File: src/hw/rtl/mtg_pkg.sv
// ----------------------------------------------------------------------------
// mtg_pkg
// Shared constants and types of the MT19937 random word generator.
// ----------------------------------------------------------------------------
package mtg_pkg;

  // table geometry
  localparam int STATE_WORDS   = 624;
  localparam int MIDDLE_OFFSET = 397;
  localparam int IDX_W         = $clog2(STATE_WORDS);
  localparam int WORD_W        = 32;

  localparam logic [IDX_W-1:0] LAST_IDX  = IDX_W'(STATE_WORDS - 1);
  localparam logic [IDX_W-1:0] MID_OFFS  = IDX_W'(MIDDLE_OFFSET);
  localparam logic [IDX_W-1:0] MID_WRAP  = IDX_W'(STATE_WORDS - MIDDLE_OFFSET);

  // generator constants
  localparam logic [WORD_W-1:0] INIT_MULT  = 32'd1812433253;
  localparam logic [WORD_W-1:0] TWIST_XOR  = 32'h9908_b0df;
  localparam logic [WORD_W-1:0] TEMPER_B   = 32'h9d2c_5680;
  localparam logic [WORD_W-1:0] TEMPER_C   = 32'hefc6_0000;
  localparam logic [WORD_W-1:0] SEED_RESET = 32'd5489;

  // one draw request: word to twist and the two table words it needs
  typedef struct packed {
    logic [IDX_W-1:0] idx;
    logic [IDX_W-1:0] nxt_addr;
    logic [IDX_W-1:0] mid_addr;
  } req_t;

  // table write from the seeding sequencer
  typedef struct packed {
    logic              en;
    logic [IDX_W-1:0]  addr;
    logic [WORD_W-1:0] data;
  } mem_wr_t;

endpackage

File: src/hw/rtl/mtg_seeder.sv
// ----------------------------------------------------------------------------
// mtg_seeder
// Holds the seed register and fills the state table from it, each word by a
// multiply step and then an add of the index.
// ----------------------------------------------------------------------------
module mtg_seeder (
  input  logic            clk,
  input  logic            rst_n,
  input  logic            cfg_valid,
  input  logic [31:0]     cfg_seed_value,
  output logic            busy,
  output mtg_pkg::mem_wr_t seed_wr
);
  import mtg_pkg::*;

  typedef enum logic [3:0] {
    SD_IDLE = 4'b0001,
    SD_LOAD = 4'b0010,
    SD_MUL  = 4'b0100,
    SD_ADD  = 4'b1000
  } seed_state_t;

  seed_state_t       state_r, state_nxt;
  logic [WORD_W-1:0] seed_r;
  logic [WORD_W-1:0] word_r, word_nxt;
  logic [WORD_W-1:0] prod_r;
  logic [IDX_W-1:0]  cnt_r, cnt_nxt;
  logic [IDX_W-1:0]  cnt_inc;
  logic [WORD_W-1:0] mix;
  logic [WORD_W-1:0] sum;

  assign cnt_inc = cnt_r + IDX_W'(1);
  assign mix     = word_r ^ (word_r >> 30);
  assign sum     = prod_r + WORD_W'(cnt_inc);
  assign busy    = (state_r != SD_IDLE);

  // sequencer
  always_comb begin
    state_nxt = state_r;
    word_nxt  = word_r;
    cnt_nxt   = cnt_r;
    seed_wr   = '0;
    unique case (state_r)
      SD_IDLE: begin
        state_nxt = SD_IDLE;
      end
      SD_LOAD: begin
        seed_wr   = '{en: 1'b1, addr: '0, data: seed_r};
        word_nxt  = seed_r;
        cnt_nxt   = '0;
        state_nxt = SD_MUL;
      end
      SD_MUL: begin
        state_nxt = SD_ADD;
      end
      SD_ADD: begin
        seed_wr   = '{en: 1'b1, addr: cnt_inc, data: sum};
        word_nxt  = sum;
        cnt_nxt   = cnt_inc;
        state_nxt = (cnt_inc == LAST_IDX) ? SD_IDLE : SD_MUL;
      end
      default: state_nxt = SD_IDLE;
    endcase
  end

  // control state and seed register
  always_ff @(posedge clk) begin
    if (!rst_n) begin
      state_r <= SD_LOAD;
      seed_r  <= SEED_RESET;
    end else if (cfg_valid) begin
      state_r <= SD_LOAD;
      seed_r  <= cfg_seed_value;
    end else begin
      state_r <= state_nxt;
    end
  end

  // datapath: registered product before the add
  always_ff @(posedge clk) begin
    word_r <= word_nxt;
    cnt_r  <= cnt_nxt;
    prod_r <= INIT_MULT * mix;
  end

endmodule

File: config.mk
export PLATFORM = sky130hd
export DESIGN_NAME = mtg_seeder
export DESIGN_NICKNAME = d
export VERILOG_FILES = /design/src/hw/rtl/mtg_pkg.sv /design/src/hw/rtl/mtg_seeder.sv
export SDC_FILE = /design/constraint.sdc
export NUM_CORES = 1
export LEC_CHECK = 0
export BUFFER_PORTS_ARGS = -buffer_cell sky130_fd_sc_hd__clkbuf_2
export CAP_MARGIN = 20
export CORE_MARGIN = 5
export CORE_UTILIZATION = 64
export DETAILED_ROUTE_END_ITERATION = 6
export HOLD_SLACK_MARGIN = 0.08
export PLACE_DENSITY = 0.91
export REMOVE_ABC_BUFFERS = 1
export SLEW_MARGIN = 20
export SYNTH_ARGS = -nofsm -noshare
export SYNTH_HDL_FRONTEND = slang
export SYNTH_SLANG_ARGS = --single-unit
File: constraint.sdc
create_clock -name clk -period 7.5 [get_ports clk]
set_input_delay 1.5 -clock clk [delete_from_list [all_inputs] [get_ports clk]]
set_output_delay 1.5 -clock clk [all_outputs]
set_load 0.01 [all_outputs]
==> results of run 1 <==
[cell usage after synthesis, types with 3 or more instances]
cell | instances | area, um^2
or4_1 | 3 | 22.5
fa_1 | 147 | 2940
or2_2 | 4 | 25.0
o21a_1 | 8 | 60.1
buf_1 | 4 | 15.0
nand2b_1 | 4 | 25.0
o211ai_1 | 5 | 37.5
nand2_1 | 94 | 353
nor4_1 | 3 | 18.8
nor2_1 | 47 | 176
inv_1 | 301 | 1130
ha_1 | 221 | 2770
nand3b_1 | 3 | 22.5
nor2b_1 | 27 | 169
a211oi_1 | 5 | 37.5
and3_1 | 11 | 68.8
dfxtp_1 | 68 | 1360
nand4_1 | 7 | 43.8
a21boi_0 | 3 | 22.5
edfxtp_1 | 42 | 1260
mux2i_1 | 32 | 320
clkbuf_1 | 19 | 71.3
a21oi_1 | 32 | 160
xnor2_1 | 69 | 604
nand3_1 | 25 | 125
a21o_1 | 25 | 188
o21ai_0 | 54 | 270
o21bai_1 | 4 | 30.0
nor3_1 | 7 | 35.0
xor2_1 | 22 | 193
and2_1 | 12 | 75.1
[cell families after synthesis]
| family | synth area share, % |
|---|---|
| flip-flops | 20.3 |
| AND/OR/NAND/NOR | 9.74 |
| multiplexers | 2.57 |
| buffers and inverters | 9.46 |
| XOR/XNOR | 6.17 |
| AO/OA/AOI/OAI | 7.57 |
| adder cells (fa/ha/maj) | 44.2 |
[area by class of cell]
class                   instances  share of cell area (%)
repair buffers                 87                    3.29
well taps                     270                    2.42
flip-flops and latches        110                    18.8
multi-input cells             906                    65.2
clock inverters                 6                   0.449
clock buffers                  10                    1.72
inverters                     301                    8.11
[sequential cells by signal, summed over array words and instances, names as in the netlist]
name,cells
prod_r,32
seed_r,32
word_r,32
cnt_r,10
state_r,4
[metal layers]
metal  vias up  wire length, um  GRT usage, %
li1       4459                -             -
met1      4645            12200          34.9
met2       469            16000          48.5
met3       137             2460          3.92
met4         0             1920          14.9
met5         -                0             0
[stage by stage]
stage / cells / hold slack [ns] / setup slack [ns]
global placement: 1674 / 0.478 / 0.729
floorplan: 1317 / 0.459 / 1.02
global route: 1690 / 0.547 / 0.172
CTS: 1690 / 0.507 / 0.476
finish: 1690 / 0.508 / 0.362
detailed placement: 1674 / 0.488 / 0.522
[worst max-delay path by stage]
| stage | from | to | slack [ns] |
|---|---|---|---|
| 2_1_floorplan | word_r[30] | prod_r[29] | 1.02 |
| 3_3_place_gp | word_r[12] | prod_r[29] | 0.73 |
| 3_5_place_dp | word_r[30] | prod_r[29] | 0.52 |
| 4_1_cts | word_r[30] | prod_r[29] | 0.48 |
| 5_1_grt | word_r[30] | prod_r[29] | 0.17 |
| 6_report | word_r[30] | prod_r[29] | 0.36 |
[worst max-delay path, cell delays in order (launching register included)]
cell and delay [ns]:
edfxtp_1 0.44, xor2_1 0.29, xor2_1 0.76, ha_1 0.27, or2_2 0.10, ha_1 0.21, inv_1 0.08, fa_1 0.42
inv_1 0.07, ha_1 0.15, fa_1 0.47, fa_1 0.56, fa_1 0.51, inv_1 0.05, fa_1 0.50, inv_1 0.05
ha_1 0.35, a21o_1 0.22, a21o_1 0.17, a21oi_1 0.16, nand2_1 0.06, o21ai_0 0.45, o21ai_0 0.22, a2111o_1 0.44
nand3_1 0.08
==> flow_summary_export.csv, run 1 <==
group,metric,value,unit
layout,fill_cells,1450,
yosys,yosysWarnings,0,
hold_path,min_path_cells,2,
clock_tree,htreeDepth,3,
clock_tree,cts_buffers,9,
yosys,ys_seq_area_share,20.3,%
timing,slew_headroom,39.0,%
route,wl_per_cell,19.3,um
floorplanning,die_w,152,um
layout,final_nets,1818,
place,hpwl,26.2,mm
yosys,synthArstFlopShare,0,%
layout,layout_common_cells,"inv_1 (301), ha_1 (221), fa_1 (147)",
yosys,synthesis.area,12900,um^2
timing,finalSetupViolCount,0,
clock_tree,clock_latency,0.36,ns
place,place_area,13600,um^2
setup_path,cp-start-kind,"flop",
setup_path,critPathRequiredTime,7.80,ns
floorplanning,ioPinCount,79,
yosys,synth-edff-count,42,
layout,register_area,2620,um^2
hold_path,worstHoldStart,"seed_r[5]",
timing,tns,0,ns
route,vias,9710,
setup_path,r2r-end,"prod_r[29]",
global_route,grt_pass1_vias,10400,
setup_path,arrival,7.44,ns
timing,worstMarginPinSlew,0.913,ns
layout,area_growth,7.90,%
place,io_buffer_count,78,
clock_tree,cts_tree,"yes",
setup_path,critPathMaxFanout,5,
setup_path,r2r_slack,0.36,ns
global_route,antenna_found_initial,0,
layout,layout_commonest_cell,"inv_1",
setup_path,cp-end-kind,"flop",
hold_path,holdPathEnd,"seed_r[5]",
route,vias_per_cell,5.75,
clock_tree,cts-root-buf,"clkbuf_16",
setup_path,r2r_cells,24,
route,drc_errors,0,
timing,finalCritPeriodShare,95.2,%
clock_tree,cts_hold_buffers,0,
timing,slew_viol_final,0,
yosys,avgSynthCellArea,9.63,um^2
status,outcome,"finished, final reports clean",
clock_tree,clock-sinks,110,
route,ant_nets,0,
layout,utilization,69.5,%
floorplanning,dieArea,23100,um^2
clock_tree,postCtsSetupBuffers,0,
route,drt_iter0_markers,693,
yosys,yosys_register_bits,110,
timing,min_period,7.14,ns
layout,postLayoutCellArea,13900,um^2
setup_path,path_class,"reg2reg",
layout,drive_above_1_share,8.38,%
layout,multi_input_area,9080,um^2
timing,max_freq,0.140,GHz
yosys,ys.flop_type,"dfxtp_1",
run,maxCapViolCount,0,
timing,skew,0.0116,ns
clock_tree,cts_resized,0,
route,dr.pass1.iters,5,
floorplanning,core,20000,um^2
layout,antennaDiodeCount,0,
clock_tree,clkTransAtPathRegs,0.08,ns
floorplanning,rows,52,
timing,rsz0062_at_grt,"no",
clock_tree,clock_path_buffers,2,
yosys,ys_types,58,
hold_path,hp-class,"reg2reg",
place,place_congestion,0.975,
global_route,grt_pass1_wl,52.6,mm
global_route,grt_max_degree,82,
global_route,grt_overflow,0,
global_route,grt_use_total,28.3,%
setup_path,r2r_start,"word_r[30]",
route,wl,32.6,mm
floorplanning,die-height,152,um
yosys,synthCells,1341,
timing,hold_viol,0,
floorplanning,floorplan.initialDensity,64.4,%
Power of run 1 is left out: the tool's default activity adds up to more than one toggle a clock period on the data nets, which glitch-free logic cannot reach.
==> run 2: changes to the inputs <==
- PLACE_DENSITY: 0.91 -> 0.88
==> flow_summary_export.csv, run 2 (synthesis gave the netlist of run 1 again) <==
group,metric,value,unit
status,outcome,"finished, final reports clean",
hold_path,min_path_cells,2,
layout,multi_input_area,9080,um^2
timing,worstMarginPinSlew,0.785,ns
setup_path,cp-start-kind,"flop",
global_route,grt_overflow,0,
layout,register_area,2620,um^2
place,place_congestion,0.976,
floorplanning,dieArea,23100,um^2
floorplanning,rows,52,
clock_tree,cts_hold_buffers,0,
layout,drive_above_1_share,8.44,%
setup_path,r2r_cells,25,
timing,min_period,7.17,ns
place,hpwl,25.9,mm
layout,antennaDiodeCount,0,
layout,reg.largest.list,"prod_r x32, seed_r x32, word_r x32",
clock_tree,cts_tree,"yes",
global_route,grt_use_total,28.6,%
hold_path,hp-class,"reg2reg",
clock_tree,clock_path_buffers,2,
clock_tree,cts_resized,0,
layout,fill_cells,1485,
hold_path,worstHoldStart,"seed_r[5]",
floorplanning,floorplan.initialDensity,64.4,%
timing,skew,0.00677,ns
hold_path,holdPathEnd,"seed_r[5]",
setup_path,r2r_start,"word_r[30]",
global_route,grt_pass1_vias,10600,
route,drc_errors,0,
clock_tree,cts-root-buf,"clkbuf_16",
layout,utilization,69.7,%
route,ant_nets,0,
global_route,grt_pass1_wl,53.5,mm
setup_path,crit_top_cell,"fa_1",
setup_path,path_class,"reg2reg",
setup_path,cp_slowest_stage_delay,0.64,ns
floorplanning,die-height,152,um
setup_path,critPathMaxFanout,9,
global_route,grt_max_degree,82,
timing,finalSetupViolCount,0,
clock_tree,htreeDepth,3,
route,vias_per_cell,5.74,
timing,finalCritPeriodShare,95.6,%
setup_path,arrival,7.46,ns
layout,area_growth,8.13,%
place,io_buffer_count,78,
route,drt_iter0_markers,718,
layout,layout_commonest_cell,"inv_1",
clock_tree,clkTransAtPathRegs,0.07,ns
setup_path,critPathRequiredTime,7.79,ns
clock_tree,cts_buffers,9,
setup_path,r2r_slack,0.33,ns
layout,final_nets,1819,
route,wl_per_cell,19.2,um
layout,layout_common_cells,"inv_1 (301), ha_1 (221), fa_1 (147)",
timing,tns,0,ns
route,vias,9705,
route,dr.pass1.iters,6,
setup_path,cp-end-kind,"flop",
timing,slew_viol_final,0,
run,maxCapViolCount,0,
setup_path,cpMaxStageDelayCell,"xor2_1",
clock_tree,postCtsSetupBuffers,0,
clock_tree,clock-sinks,110,
floorplanning,core,20000,um^2
clock_tree,clock_latency,0.35,ns
timing,slew_headroom,47.7,%
setup_path,r2r-end,"prod_r[29]",
route,wl,32.5,mm
floorplanning,ioPinCount,79,
timing,rsz0062_at_grt,"no",
timing,max_freq,0.139,GHz
floorplanning,die_w,152,um
global_route,antenna_found_initial,1,
timing,hold_viol,0,
[run 2: cell types whose count changed in the layout (fill, tap and decap cells not counted), sizes merged]
cell | before | now
clkinv | 3 | 1
buf | 9 | 10
clkbuf | 88 | 89
inv | 304 | 305
[run 2: layout make-up]
type,count,area share [%]
clock inverter,5,0.385
sequential,110,18.8
timing repair buffer,88,3.33
tap,270,2.42
inverter,301,8.09
clock buffer,11,1.97
multi-input combinational,906,65.0
[run 2: worst max-delay path, delay by kind of cell, from the launching register on]
| family | cells | cell delay, ns |
|---|---|---|
| compound gates | 6 | 1.70 |
| xor+xnor | 2 | 0.81 |
| fa+ha+maj | 9 | 3.39 |
| buf+inv | 5 | 0.51 |
| flops | 1 | 0.45 |
| simple gates | 3 | 0.28 |
[run 2: through the flow]
step	cell area [um^2]	hold slack, ns	worst slack [ns]	cells
final	14000	0.514	0.328	1691
after global routing	14000	0.566	0.0710	1691
after CTS	14000	0.507	0.456	1691
after detailed placement	13600	0.486	0.606	1675
after global placement	13600	0.479	0.772	1675
after floorplan	12800	0.459	1.02	1317
[run 2: worst max-delay path by stage]
stage                    start    endpoint  slack (ns)
floorplan           word_r[30]  prod_r[29]        1.02
finish              word_r[30]  prod_r[29]        0.33
CTS                 word_r[30]  prod_r[29]        0.46
global placement    word_r[30]  prod_r[29]        0.77
detailed placement  word_r[30]  prod_r[29]        0.61
global route        word_r[30]  prod_r[29]        0.07
[run 2: layer usage]
metal | track usage (%) | part of all wire [%] | vias to the layer above | wire (um)
met3 | 3.84 | 6.9 | 106 | 2240
met4 | 13.2 | 5.3 | 2 | 1730
met1 | 35.8 | 39 | 4721 | 12700
met5 | 0 | 0.028 | - | 9
met2 | 49.5 | 49 | 424 | 15800
li1 | - | - | 4452 | -
Power of run 2 is left out for the same reason.
==> run 3: changes to the inputs <==
- BUFFER_PORTS_ARGS: -buffer_cell sky130_fd_sc_hd__clkbuf_2 -> -buffer_cell sky130_fd_sc_hd__buf_2
==> flow_summary_export.csv, run 3 (synthesis gave the netlist of run 1 again) <==
group,metric,value,unit
layout,area_growth,8.13,%
route,wl_met1,12.4,mm
timing,slew_viol_final,0,
timing,finalCritPeriodShare,91.6,%
global_route,antenna_found_initial,0,
setup_path,cp-start-kind,"flop",
setup_path,crit_start,"word_r[12]",
setup_path,critPathRequiredTime,7.79,ns
setup_path,r2r_start,"word_r[12]",
route,vias,9513,
route,drc_errors,0,
global_route,grt_pass1_wl,53.2,mm
clock_tree,cts_resized,0,
timing,min_period,6.87,ns
timing,worstMarginPinSlew,1.06,ns
status,outcome,"finished, final reports clean",
layout,layout_commonest_cell,"inv_1",
layout,layout_common_cells,"inv_1 (301), ha_1 (221), fa_1 (147)",
place,io_buffer_count,78,
route,wl_per_cell,19.1,um
setup_path,crit_chain,"ha_1 -> ha_1 -> fa_1 -> inv_1 -> fa_1 -> inv_1 -> fa_1 -> inv_1 -> fa_1 -> inv_1 -> fa_1 -> inv_1 -> fa_1 -> inv_1 -> ha_1 -> and2_1 -> o21ai_0 -> a31oi_1 -> o21ai_0 -> o21ai_0 -> a2111o_1 -> nand3_1",
route,wl,32.3,mm
clock_tree,clock_latency,0.35,ns
floorplanning,die_w,152,um
layout,final_nets,1818,
timing,hold_viol,0,
clock_tree,cts_buffers,9,
clock_tree,cts_hold_buffers,0,
hold_path,worstHoldStart,"seed_r[4]",
setup_path,path_class,"reg2reg",
timing,finalSetupViolCount,0,
layout,fill_cells,1472,
hold_path,hp-class,"reg2reg",
route,dr.pass1.iters,5,
timing,rsz0062_at_grt,"no",
floorplanning,die-height,152,um
setup_path,critPathMaxFanout,10,
place,hpwl,26.2,mm
route,top_layer_used,"met4",
global_route,grt_use_total,28.7,%
setup_path,arrival,7.16,ns
clock_tree,htreeDepth,3,
route,met3_length,2.47,mm
timing,slew_headroom,29.3,%
route,drt_iter0_markers,588,
clock_tree,cts_tree,"yes",
floorplanning,floorplan.initialDensity,64.4,%
layout,reg.largest.list,"prod_r x32, seed_r x32, word_r x32",
clock_tree,clkTransAtPathRegs,0.07,ns
place,place_congestion,0.973,
clock_tree,postCtsSetupBuffers,0,
global_route,grt_pass1_vias,10400,
global_route,grt_max_degree,82,
setup_path,cp-end-kind,"flop",
run,maxCapViolCount,0,
route,ant_nets,0,
layout,drive_above_1_share,8.38,%
floorplanning,ioPinCount,79,
timing,max_freq,0.146,GHz
clock_tree,clock_path_buffers,2,
global_route,grt_overflow,0,
floorplanning,core,20000,um^2
floorplanning,rows,52,
route,wl_met2,15.7,mm
setup_path,cpMaxStageDelayCell,"edfxtp_1",
timing,skew,0.00767,ns
clock_tree,clock-sinks,110,
timing,tns,0,ns
floorplanning,dieArea,23100,um^2
clock_tree,cts-root-buf,"clkbuf_16",
setup_path,cp_slowest_stage_delay,0.73,ns
route,vias_per_cell,5.63,
## run 3: cell count changes in the layout (fill, tap and decap cells not counted)
cell	before	now
clkbuf_2	78	0
clkbuf_8	0	2
inv_8	1	0
buf_2	0	78
bufinv_16	0	1
diode_2	0	1
clkinv_8	1	0
clkbuf_16	11	10
buf_4	10	9
## run 3: final timing paths
path | depth (start not counted) | slack, ns | endpoint
worst max-delay path | 22 | 0.63 | prod_r[29]
worst min-delay path | 2 | 0.51 | seed_r[4]
worst max register to register | 22 | 0.63 | prod_r[29]
worst min register to register | 2 | 0.51 | seed_r[4]
## run 3: layer usage
| layer | up-vias | global-route usage (%) |
|---|---|---|
| li1 | 4458 | - |
| met1 | 4555 | 35.4 |
| met2 | 390 | 48.6 |
| met3 | 110 | 4.84 |
| met4 | 0 | 14.8 |
| met5 | - | 0 |
## run 3: stage by stage
| step | hold WS, ns | setup WS (ns) | std cells | cell area (um^2) | util [%] |
|---|---|---|---|---|---|
| floorplan | 0.459 | 1.02 | 1317 | 12800 | - |
| global placement | 0.479 | 0.789 | 1674 | 13600 | 68.0 |
| detailed placement | 0.488 | 0.686 | 1674 | 13600 | 68.0 |
| CTS | 0.507 | 0.637 | 1690 | 14000 | 69.7 |
| global route | 0.552 | 0.237 | 1690 | 14000 | 69.7 |
| finish | 0.513 | 0.629 | 1691 | 14000 | 69.7 |
## run 3: cell type report
class / count / area (um^2) / share of cell area (%)
tap: 270 / 338 / 2.42
clock inverter: 4 / 56.3 / 0.403
antenna: 1 / 2.50 / 0.0179
inverter: 301 / 1130 / 8.09
timing repair buffer: 87 / 458 / 3.28
sequential: 110 / 2620 / 18.8
multi-input combinational: 906 / 9080 / 65.0
clock buffer: 12 / 278 / 1.99
## run 3: worst max-delay path, delay by kind of cell, from the launching register on
kind	cells	cell delay (ns)
AO/OA/AOI/OAI	5	1.21
AND/OR/NAND/NOR	2	0.29
flip-flops	1	0.73
buffers and inverters	6	0.35
adder cells (fa/ha/maj)	9	4.21
Power of run 3 is left out for the same reason.
