`config.mk`:
```
export PLATFORM = sky130hd
export DESIGN_NAME = mtg_queue
export DESIGN_NICKNAME = d
export VERILOG_FILES = /design/src/hw/rtl/mtg_pkg.sv /design/src/hw/rtl/mtg_queue.sv
export SDC_FILE = /design/constraint.sdc
export NUM_CORES = 1
export LEC_CHECK = 0
export ABC_AREA = 1
export BUFFER_PORTS_ARGS = -buffer_cell sky130_fd_sc_hd__buf_2
export CAP_MARGIN = 5
export CORE_AREA = 3 3 74 76
export DETAILED_ROUTE_END_ITERATION = 10
export DIE_AREA = 0 0 77 79
export PLACE_DENSITY = 0.77
export SLEW_MARGIN = 30
export SYNTH_ARGS = -nofsm -noshare
export SYNTH_HDL_FRONTEND = slang
export SYNTH_SLANG_ARGS = --single-unit
```
`constraint.sdc`:
```
create_clock -name clk -period 2.2 [get_ports clk]
set_input_delay 0.11 -clock clk [delete_from_list [all_inputs] [get_ports clk]]
set_output_delay 0.11 -clock clk [all_outputs]
set_load 0.005 [all_outputs]
```
`src/hw/rtl/mtg_pkg.sv`:
```
// ----------------------------------------------------------------------------
// mtg_pkg
// Shared constants and types of the MT19937 random word generator.
// ----------------------------------------------------------------------------
package mtg_pkg;

  // table geometry
  localparam int STATE_WORDS   = 624;
  localparam int MIDDLE_OFFSET = 397;
  localparam int IDX_W         = $clog2(STATE_WORDS);
  localparam int WORD_W        = 32;

  localparam logic [IDX_W-1:0] LAST_IDX  = IDX_W'(STATE_WORDS - 1);
  localparam logic [IDX_W-1:0] MID_OFFS  = IDX_W'(MIDDLE_OFFSET);
  localparam logic [IDX_W-1:0] MID_WRAP  = IDX_W'(STATE_WORDS - MIDDLE_OFFSET);

  // generator constants
  localparam logic [WORD_W-1:0] INIT_MULT  = 32'd1812433253;
  localparam logic [WORD_W-1:0] TWIST_XOR  = 32'h9908_b0df;
  localparam logic [WORD_W-1:0] TEMPER_B   = 32'h9d2c_5680;
  localparam logic [WORD_W-1:0] TEMPER_C   = 32'hefc6_0000;
  localparam logic [WORD_W-1:0] SEED_RESET = 32'd5489;

  // one draw request: word to twist and the two table words it needs
  typedef struct packed {
    logic [IDX_W-1:0] idx;
    logic [IDX_W-1:0] nxt_addr;
    logic [IDX_W-1:0] mid_addr;
  } req_t;

  // table write from the seeding sequencer
  typedef struct packed {
    logic              en;
    logic [IDX_W-1:0]  addr;
    logic [WORD_W-1:0] data;
  } mem_wr_t;

endpackage

```
`src/hw/rtl/mtg_queue.sv`:
```
// ----------------------------------------------------------------------------
// mtg_queue
// Two-entry request queue between the front and the back.
// ----------------------------------------------------------------------------
module mtg_queue (
  input  logic          clk,
  input  logic          rst_n,
  input  logic          push,
  input  mtg_pkg::req_t push_data,
  input  logic          pop,
  output mtg_pkg::req_t head,
  output logic          full,
  output logic          not_empty
);
  import mtg_pkg::*;

  req_t       buf_r [2];
  logic       wr_ptr_r;
  logic       rd_ptr_r;
  logic [1:0] cnt_r;

  assign head      = buf_r[rd_ptr_r];
  assign full      = (cnt_r == 2'd2);
  assign not_empty = (cnt_r != 2'd0);

  // pointers and fill count
  always_ff @(posedge clk) begin
    if (!rst_n) begin
      wr_ptr_r <= 1'b0;
      rd_ptr_r <= 1'b0;
      cnt_r    <= 2'd0;
    end else begin
      if (push) wr_ptr_r <= ~wr_ptr_r;
      if (pop)  rd_ptr_r <= ~rd_ptr_r;
      cnt_r <= cnt_r + {1'b0, push} - {1'b0, pop};
    end
  end

  // entries
  always_ff @(posedge clk) begin
    if (push) buf_r[wr_ptr_r] <= push_data;
  end

endmodule

```
==> results of run 1 <==
stage by stage:
step | total power [mW] | util, % | worst slack [ns] | hold slack [ns]
floorplan | 1.641 | - | 0.1881 | 0.2035
global placement | 1.749 | 61.28 | 0.7653 | 0.2986
detailed placement | 1.767 | 61.28 | 0.7421 | 0.3026
CTS | 2.824 | 71.90 | 0.3913 | 0.02996
global route | 2.911 | 71.90 | 0.3288 | 0.05088
finish | 2.802 | 71.90 | 0.4121 | 0.03990
cell type report:
| class | instances | area (um2) | area share [%] |
|---|---|---|---|
| tap | 67 | 83.83 | 2.436 |
| inverter | 7 | 26.28 | 0.7636 |
| multi-input combinational | 51 | 551.8 | 16.04 |
| clock buffer | 14 | 172.7 | 5.018 |
| clock inverter | 2 | 35.03 | 1.018 |
| timing repair buffer | 99 | 668.1 | 19.42 |
| sequential | 65 | 1903 | 55.31 |
power groups by stage:
stage	Sequential, mW	Combinational [mW]	Clock (mW)
6_report	1.46	0.320	1.02
4_1_cts	1.46	0.325	1.04
3_3_place_gp	1.48	0.270	0
5_1_grt	1.46	0.349	1.10
2_1_floorplan	1.47	0.172	0
3_5_place_dp	1.49	0.282	0
cells in the final DEF, fill, tap and decap left out:
cell type      count
nand3_1            1
dlygate4sd3_1     30
bufinv_16          1
dfxtp_2            1
clkbuf_8          12
clkbuf_1           2
nand2_1            9
inv_1              7
buf_12             1
clkinv_2           1
buf_4              3
ha_1               2
mux2_4            30
nor2_1             7
buf_2             65
a21oi_1            1
nor2_2             1
dfxtp_1            4
edfxtp_1          60
registers in the layout, summed over array words and instances, names as in the netlist, named ones only:
| name | count |
|---|---|
| rd_ptr_r | 1 |
| cnt_r | 2 |
| wr_ptr_r | 1 |
| buf_r | 60 |
routing by layer:
layer	wire [um]	GRT usage, %	vias to the layer above
li1	-	-	683
met1	1858	17.34	686
met2	2463	29.36	42
met3	185	3.515	10
met4	101	8.719	0
met5	0	0	-
tightest hold or removal path: stages:
cell     delay [ns]
buf_2          0.12
nand2_1        0.05
inv_1          0.04
kinds of logic after synthesis:
group / after synthesis
mux: 30
buf+inv: 10
compound gates: 1
fa+ha+maj: 2
simple gates: 18
flops: 65
timing repair:
action	in CTS	in global routing
hold buffers	30	0
endpoints found under the setup margin	0	0
hold endpoints to repair	60	0
final timing paths:
kind,endpoint,slack (ns)
worst min-delay path,cnt_r[0]$_SDFF_PN0_,0.04
worst min register to register,wr_ptr_r$_SDFFE_PN0P_,0.52
worst max-delay path,head[5],0.41
worst max register to register,buf_r[1][15]$_DFFE_PP_,0.77
==> results.sh, run 1 <==
export IMPL_status="finished clean"
export IMPL_synth_simple_area_share_pct=2.740
export IMPL_ios=66
export IMPL_hold_depth=3
export IMPL_path_cells="buf_4 -> mux2_4 -> buf_2"
export IMPL_synth_most_common_cell="edfxtp_1"
export IMPL_dpl_cell_area_um2=2933
export IMPL_synth_top_family_by_area="multiplexers"
export IMPL_reg2regPathDepth=3
export IMPL_htree_levels=3
export IMPL_num_vias=1421
export IMPL_synth_edf_count=60
export IMPL_end_kind="output port"
export IMPL_antenna_found_initial=0
export IMPL_fin_area_um2=3441
export IMPL_dp_cells=259
export IMPL_yosys_area_share_xor_xnor_pct=0
export IMPL_worst_slew_pin_slew_ns=0.6092
export IMPL_routabilityCongestion=0.6894
export IMPL_die_area_um2=6083
export IMPL_crit_family="flip-flops"
export IMPL_avgSynthCellArea_um2=19.93
export IMPL_p_per_area_nw_per_um2=814.2
export IMPL_power_frac_seq_pct=52.0
export IMPL_tns_ns=0
export IMPL_clock_latency_ns=0.32
export IMPL_cts_resized=0
export IMPL_drc=0
export IMPL_track_usage_pct=16.05
export IMPL_max_freq_mhz=559.3
export IMPL_p_int_mw=2.234
export IMPL_drt_pass1_iterations=4
export IMPL_grt_max_degree=31
export IMPL_n_fill_cell=322
export IMPL_synth_compound_area_share_pct=0.1993
export IMPL_start_util_pct=52.47
export IMPL_grt_pass1_vias=1543
export IMPL_path_buf_inv=2
export IMPL_synth_fa_ha_area_share_pct=0.9965
export IMPL_ys_seq_area_share_pct=75.73
export IMPL_coreArea_um2=4786
export IMPL_ant_nets=0
export IMPL_crit_path_top_delay_cell="dfxtp_2"
export IMPL_place_hpwl_um=3113
export IMPL_clk_path_buf_depth=2
export IMPL_drive_gt1_share_pct=48.32
export IMPL_yosysWarnings=0
export IMPL_total_leakage_power_nw=1.441
export IMPL_instances_no_fill=305
export IMPL_diodes=0
export IMPL_grt_pass1_wl_um=7327
export IMPL_cp_slowest_stage_delay_ns=0.61
export IMPL_synthFlopType="edfxtp_1"
export IMPL_drtIter0Drc=91
export IMPL_synthCells=126
export IMPL_die_h_um=79
export IMPL_cap_violations=0
export IMPL_p_comb_share_pct=11.4
export IMPL_cts_sinks=65
export IMPL_rsz0062_at_grt="false"
export IMPL_slew_violations=0
export IMPL_ys_types=10
export IMPL_max_slew_margin_rel_pct=59.34
export IMPL_setup_violations=0
export IMPL_ir_worst_vdd_mv=0.6087
export IMPL_post_route_period_util_pct=81.27
export IMPL_hp_start="rst_n"
export IMPL_wl_per_cell_um=15.11
export IMPL_path_depth=3
export IMPL_clk_pin_slew_worst_paths_ns=0.07
export IMPL_synth_top_area_share_pct=71.75
export IMPL_yosys_top_cells_area="edfxtp_1 72%, mux2_4 18%, dfxtp_1 4.0%"
export IMPL_cts_tree="done"
export IMPL_p_sw_mw=0.5671
export IMPL_rows=25
export IMPL_worst_setup_path_type="reg -> out"
export IMPL_yosys_area_top_type="edfxtp_1"
export IMPL_clk_root_buffer_cell="clkbuf_8"
export IMPL_post_cts_setup_buffers=0
export IMPL_wl_um=4609
export IMPL_overflow=0
export IMPL_fin_skew_ns=0.006074
export IMPL_pwr_share_clk_pct=36.6
export IMPL_viasPerCell=4.659
export IMPL_hold_viol=0
export IMPL_cts_buffers=9
export IMPL_io_buffers=65
export IMPL_syn_nets=162
export IMPL_arrival_ns=1.68
export IMPL_syn_area_um2=2511
export IMPL_start_kind="flop"
export IMPL_path_max_fanout=14
export IMPL_holdCritPathClass="in -> reg"
export IMPL_die_x_um=77
export IMPL_netSwitchingFraction_pct=20.24
export IMPL_area_delta_synth_final_pct=37.02
export IMPL_nNetsFinal=269
export IMPL_rr_startpoint="wr_ptr_r$_SDFFE_PN0P_"
export IMPL_ys_ff_latch=65
export IMPL_async_flop_share_pct=0
export IMPL_period_needed_ns=1.788
export IMPL_synthMuxAreaShare_pct=17.94
export IMPL_cp_required_ns=2.09
export IMPL_yosys_top_cells_count="60 x edfxtp_1, 30 x mux2_4, 9 x nand2_1"
Note: power is estimated with default switching activity, not from simulation.
==> inputs of run 2 (changes only) <==
- ABC_AREA: 1 -> 0
- clock period: 2.2 -> 1.78 ns (I/O delays scaled with it)
==> run 2 against run 1 <==
Effect of this change:
- first-iteration DRC count is 6.6% higher
- worst setup slack worse by 0.27 ns
- global-route usage is 1.3 points higher
- clock power is 18% higher
- register-to-register slack worse by 0.30 ns
- total power is 24% higher
==> results.sh, run 2 <==
export IMPL_status="finished clean"
export IMPL_end_kind="output port"
export IMPL_ant_nets=0
export IMPL_synthMuxAreaShare_pct=17.92
export IMPL_yosys_top_cells_area="edfxtp_1 72%, mux2_4 18%, dfxtp_1 4.0%"
export IMPL_ys_types=12
export IMPL_largest_register_ffs=60
export IMPL_fin_area_um2=3468
export IMPL_grt_max_degree=22
export IMPL_wl_per_cell_um=16.40
export IMPL_hold_depth=3
export IMPL_reg_top3="buf_r: 60 flops, cnt_r: 2 flops"
export IMPL_cts_tree="done"
export IMPL_synth_compound_area_share_pct=0.2987
export IMPL_period_needed_ns=1.637
export IMPL_holdCritPathClass="in -> reg"
export IMPL_routabilityCongestion=0.6803
export IMPL_grtUsageMet3_pct=4.649
export IMPL_dpl_worst_slack_ns=0.4456
export IMPL_max_slew_margin_rel_pct=73.89
export IMPL_rr_startpoint="cnt_r[0]$_SDFF_PN0_"
export IMPL_utilization_pct=72.47
export IMPL_clock_latency_ns=0.33
export IMPL_die_h_um=79
export IMPL_path_max_fanout=11
export IMPL_antenna_found_initial=0
export IMPL_yosys_area_share_xor_xnor_pct=1.244
export IMPL_grt_pass1_vias=1608
export IMPL_n_fill_cell=315
export IMPL_whs_ns=0.1182
export IMPL_yosysWarnings=0
export IMPL_start_util_pct=52.52
export IMPL_ir_worst_vdd_mv=0.7628
export IMPL_final_common_cell="buf_2"
export IMPL_die_x_um=77
export IMPL_grt_pass1_wl_um=7755
export IMPL_clk_root_buffer_cell="clkbuf_8"
export IMPL_reg2regPathDepth=6
export IMPL_syn_nets=150
export IMPL_cts_resized=0
export IMPL_slew_violations=0
export IMPL_rr_endpoint="cnt_r[1]$_SDFF_PN0_"
export IMPL_met1_usage_pct=18.54
export IMPL_synthCells=114
export IMPL_worst_slew_pin_slew_ns=0.3917
export IMPL_cap_violations=0
export IMPL_coreArea_um2=4786
export IMPL_dpl_cell_area_um2=2963
export IMPL_diodes=0
export IMPL_fin_skew_ns=0.007949
export IMPL_avgSynthCellArea_um2=22.05
export IMPL_use_met2_pct=30.57
export IMPL_start_kind="flop"
export IMPL_place_hpwl_um=3213
export IMPL_clk_path_buf_depth=2
export IMPL_synth_simple_area_share_pct=2.240
export IMPL_yosys_area_top_type="edfxtp_1"
export IMPL_drt_pass1_iterations=4
export IMPL_wl_um=4853
export IMPL_synth_most_common_cell="edfxtp_1"
export IMPL_nNetsFinal=260
export IMPL_ys_seq_area_share_pct=75.66
export IMPL_async_flop_share_pct=0
export IMPL_drc=0
export IMPL_cp_required_ns=1.69
export IMPL_clk_pin_slew_worst_paths_ns=0.07
export IMPL_post_route_period_util_pct=91.97
export IMPL_synth_fa_ha_area_share_pct=0.9955
export IMPL_top_register="buf_r"
export IMPL_io_buffers=65
export IMPL_post_route_worst_setup_slack_ns=0.1430
export IMPL_syn_area_um2=2514
export IMPL_synthFlopType="edfxtp_1"
export IMPL_die_area_um2=6083
export IMPL_layout_common_cells="65 x buf_2, 60 x edfxtp_1, 31 x dlygate4sd3_1"
export IMPL_tns_ns=0
export IMPL_ys_ff_latch=65
export IMPL_max_freq_mhz=610.9
export IMPL_yosys_top_cells_count="60 x edfxtp_1, 30 x mux2_4, 5 x dfxtp_1"
export IMPL_synth_edf_count=60
export IMPL_hp_start="pop"
export IMPL_cts_sinks=65
export IMPL_power_mw=3.483
export IMPL_p_per_area_nw_per_um2=1004
export IMPL_arrival_ns=1.55
export IMPL_cts_buffers=9
export IMPL_area_delta_synth_final_pct=37.98
export IMPL_drtIter0Drc=97
export IMPL_setup_violations=0
export IMPL_num_vias=1398
export IMPL_drive_gt1_share_pct=51.97
export IMPL_rows=25
export IMPL_r2r_slack_ns=0.47
export IMPL_gr_max_usage_layer="met2"
export IMPL_htree_levels=3
export IMPL_worst_setup_path_type="reg -> out"
export IMPL_hold_viol=0
export IMPL_instances_no_fill=296
export IMPL_viasPerCell=4.723
export IMPL_track_usage_pct=17.37
export IMPL_synth_top_family_by_area="multiplexers"
export IMPL_dp_cells=249
export IMPL_total_leakage_power_nw=1.414
export IMPL_synth_top_area_share_pct=71.68
export IMPL_rsz0062_at_grt="false"
export IMPL_overflow=0
export IMPL_ios=66
## run 2: cell count changes after synthesis, moves of 4 or more
cell,before,now
nand2_1,9,0
inv_1,7,2
nor2_1,8,0
and2_1,0,4
nor2b_1,0,4
## run 2: power breakdown
part           total [mW]  internal [mW]  switching, mW
Clock                1.20          0.643          0.560
Combinational       0.471          0.298          0.173
Sequential           1.81           1.76         0.0460
## run 2: area by class of cell
type,count,area (um2),share of cell area (%)
Clock buffer,9,123.9,3.571
Clock inverter,7,71.32,2.056
Inverter,2,7.507,0.2164
Multi-Input combinational cell,44,573.1,16.52
Sequential cell,65,1903,54.87
Tap cell,67,83.83,2.417
Timing Repair Buffer,102,705.7,20.35
## run 2: worst max path at each step
| stage | cells after the start | endpoint | startpoint | slack (ns) |
|---|---|---|---|---|
| 3_3_place_gp | 3 | head[29] | flop | 0.49 |
| 4_1_cts | 3 | head[23] | flop | 0.12 |
| 2_1_floorplan | 1 | buf_r[0][0]$_DFFE_PP_ | wr_ptr_r$_SDFFE_PN0P_ | 0.24 |
| 5_1_grt | 3 | head[21] | flop | 0.07 |
| 3_5_place_dp | 6 | cnt_r[1]$_SDFF_PN0_ | cnt_r[0]$_SDFF_PN0_ | 0.45 |
| 6_report | 3 | head[23] | flop | 0.14 |
## run 2: critical path, stage by stage, from the launching register on
cell and delay [ns]:
dfxtp_2 0.57, buf_12 0.21, mux2_4 0.31, buf_2 0.13
## run 2: timing repair
action / CTS / global route
setup buffers: 0 / 0
hold buffers: 31 / 0
hold endpoints to repair: 62 / 0
## run 2: layer usage
layer / vias up / share of wire, %
met3: 17 / 4.5
li1: 657 / -
met2: 52 / 53
met1: 672 / 38
met5: - / 0
met4: 0 / 3.9
## run 2: cell families (layout without fill, tap and decap cells)
logic type,count (synthesis),count (layout)
buf+inv,5,120
mux,30,30
flops,65,65
xor+xnor,2,2
fa+ha+maj,2,2
compound gates,1,1
simple gates,9,9
==> inputs of run 3 (changes only) <==
- CAP_MARGIN: 5 -> not set
- CELL_PAD_IN_SITES_DETAIL_PLACEMENT: not set -> 1
- CELL_PAD_IN_SITES_GLOBAL_PLACEMENT: not set -> 1
- CORE_AREA: 3 3 74 76 -> 3 3 66 99
- DIE_AREA: 0 0 77 79 -> 0 0 69 102
- PLACE_DENSITY: 0.77 -> not set
- PLACE_DENSITY_LB_ADDON: not set -> 0.1
==> run 3 against run 2 <==
Effect of this change:
- first-iteration DRC count down 24%
- sequential cell count unchanged
- clock skew down 0.0033 ns
- via count down 0.72%
- fmax up 9.1%
- hold slack worse by 0.093 ns
- sequential share of layout area up 0.44 points
- largest cell class unchanged
- largest power group unchanged
==> results.sh, run 3 (synthesized netlist as in run 2, its figures left out) <==
export IMPL_nNetsFinal=258
export IMPL_cts_tree="done"
export IMPL_die_x_um=69
export IMPL_ant_nets=0
export IMPL_clock_latency_ns=0.33
export IMPL_viasPerCell=4.642
export IMPL_place_hpwl_um=2962
export IMPL_grt_pass1_vias=1511
export IMPL_cp_slowest_stage_delay_ns=0.33
export IMPL_max_freq_mhz=666.3
export IMPL_fin_skew_ns=0.004646
export IMPL_clk_root_buffer_cell="clkbuf_8"
export IMPL_cap_violations=0
export IMPL_cts_sinks=65
export IMPL_ios=66
export IMPL_post_cts_setup_buffers=0
export IMPL_cts_buffers=9
export IMPL_rsz0062_at_grt="false"
export IMPL_path_max_fanout=17
export IMPL_antenna_found_initial=0
export IMPL_slew_violations=0
export IMPL_routabilityCongestion=0.6523
export IMPL_reg_top3="buf_r: 60 flops, cnt_r: 2 flops"
export IMPL_wl_um=4455
export IMPL_crit_path_top_delay_cell="mux2_4"
export IMPL_start_kind="flop"
export IMPL_hold_buffers=30
export IMPL_max_slew_margin_rel_pct=79.45
export IMPL_clk_path_buf_depth=2
export IMPL_io_buffers=65
export IMPL_final_common_cell="buf_2"
export IMPL_cp_required_ns=1.69
export IMPL_period_needed_ns=1.501
export IMPL_num_vias=1388
export IMPL_setup_violations=0
export IMPL_total_leakage_power_nw=1.404
export IMPL_area_delta_synth_final_pct=36.88
export IMPL_worst_setup_path_type="reg -> out"
export IMPL_htree_levels=3
export IMPL_p_per_area_nw_per_um2=994.1
export IMPL_cts_resized=0
export IMPL_layout_common_cells="65 x buf_2, 60 x edfxtp_1, 30 x mux2_4, 30 x dlygate4sd3_1, 9 x clkbuf_8"
export IMPL_tns_ns=0
export IMPL_drtIter0Drc=74
export IMPL_drc=0
export IMPL_path_buf_inv=2
export IMPL_crit_family="buffers and inverters"
export IMPL_grt_pass1_wl_um=7403
export IMPL_fin_area_um2=3441
export IMPL_dpl_cell_area_um2=2954
export IMPL_grt_max_degree=32
export IMPL_drt_pass1_iterations=4
export IMPL_rows=34
export IMPL_hold_viol=0
export IMPL_top_register="buf_r"
export IMPL_path_cells="buf_4 -> mux2_4 -> buf_2"
export IMPL_die_h_um=102
export IMPL_largest_register_ffs=60
export IMPL_start_util_pct=43.45
export IMPL_clk_pin_slew_worst_paths_ns=0.07
export IMPL_post_route_period_util_pct=84.32
export IMPL_drive_gt1_share_pct=51.10
export IMPL_end_kind="output port"
export IMPL_holdCritPathClass="in -> reg"
export IMPL_arrival_ns=1.41
export IMPL_ir_worst_vdd_mv=0.5928
export IMPL_overflow=0
export IMPL_diodes=0
export IMPL_status="finished clean"
export IMPL_die_area_um2=7038
export IMPL_wl_per_cell_um=14.90
export IMPL_worst_slew_pin_slew_ns=0.3083
export IMPL_track_usage_pct=13.80
export IMPL_coreArea_um2=5786
==> run 3: power by group <==
group / switching [mW] / internal (mW) / total, mW
clock network: 0.526 / 0.637 / 1.16
logic: 0.176 / 0.287 / 0.464
registers: 0.0300 / 1.76 / 1.79
==> run 3: routing by layer <==
| layer | global-route usage, % | share of wire (%) | up-vias |
|---|---|---|---|
| met4 | 6.767 | 1.6 | 0 |
| li1 | - | - | 653 |
| met3 | 3.937 | 5.3 | 8 |
| met1 | 14.93 | 39 | 677 |
| met2 | 24.78 | 54 | 50 |
| met5 | 0 | 0 | - |
==> run 3: layout make-up <==
class                   instances  area (um2)
inverters                       2       7.507
clock inverters                 6       58.81
clock buffers                  10       127.6
flip-flops and latches         65        1903
multi-input cells              44       578.1
well taps                      72       90.09
repair buffers                100       675.6
fillers                       566        2345
==> run 3: final timing paths <==
check / slack (ns) / endpoint / from / cells past startpoint
max reg2reg: 0.53 / cnt_r[1]$_SDFF_PN0_ / cnt_r[0]$_SDFF_PN0_ / 6
min reg2reg: 0.58 / flop / rd_ptr_r$_SDFFE_PN0P_ / 2
max: 0.28 / head[0] / flop / 3
min: 0.03 / wr_ptr_r$_SDFFE_PN0P_ / rst_n / 2
==> run 3: through the flow <==
stage / instances / hold slack [ns] / power [mW] / utilization, % / worst slack (ns)
finish: 299 / 0.02526 / 3.420 / 59.47 / 0.2792
global route: 299 / 0.04031 / 3.575 / 59.47 / 0.2121
CTS: 299 / 0.02025 / 3.460 / 59.47 / 0.2473
detailed placement: 253 / 0.2808 / 2.249 / 51.06 / 0.5255
global placement: 253 / 0.2765 / 2.227 / 51.06 / 0.6258
floorplan: 114 / 0.1879 / 2.076 / - / 0.2438
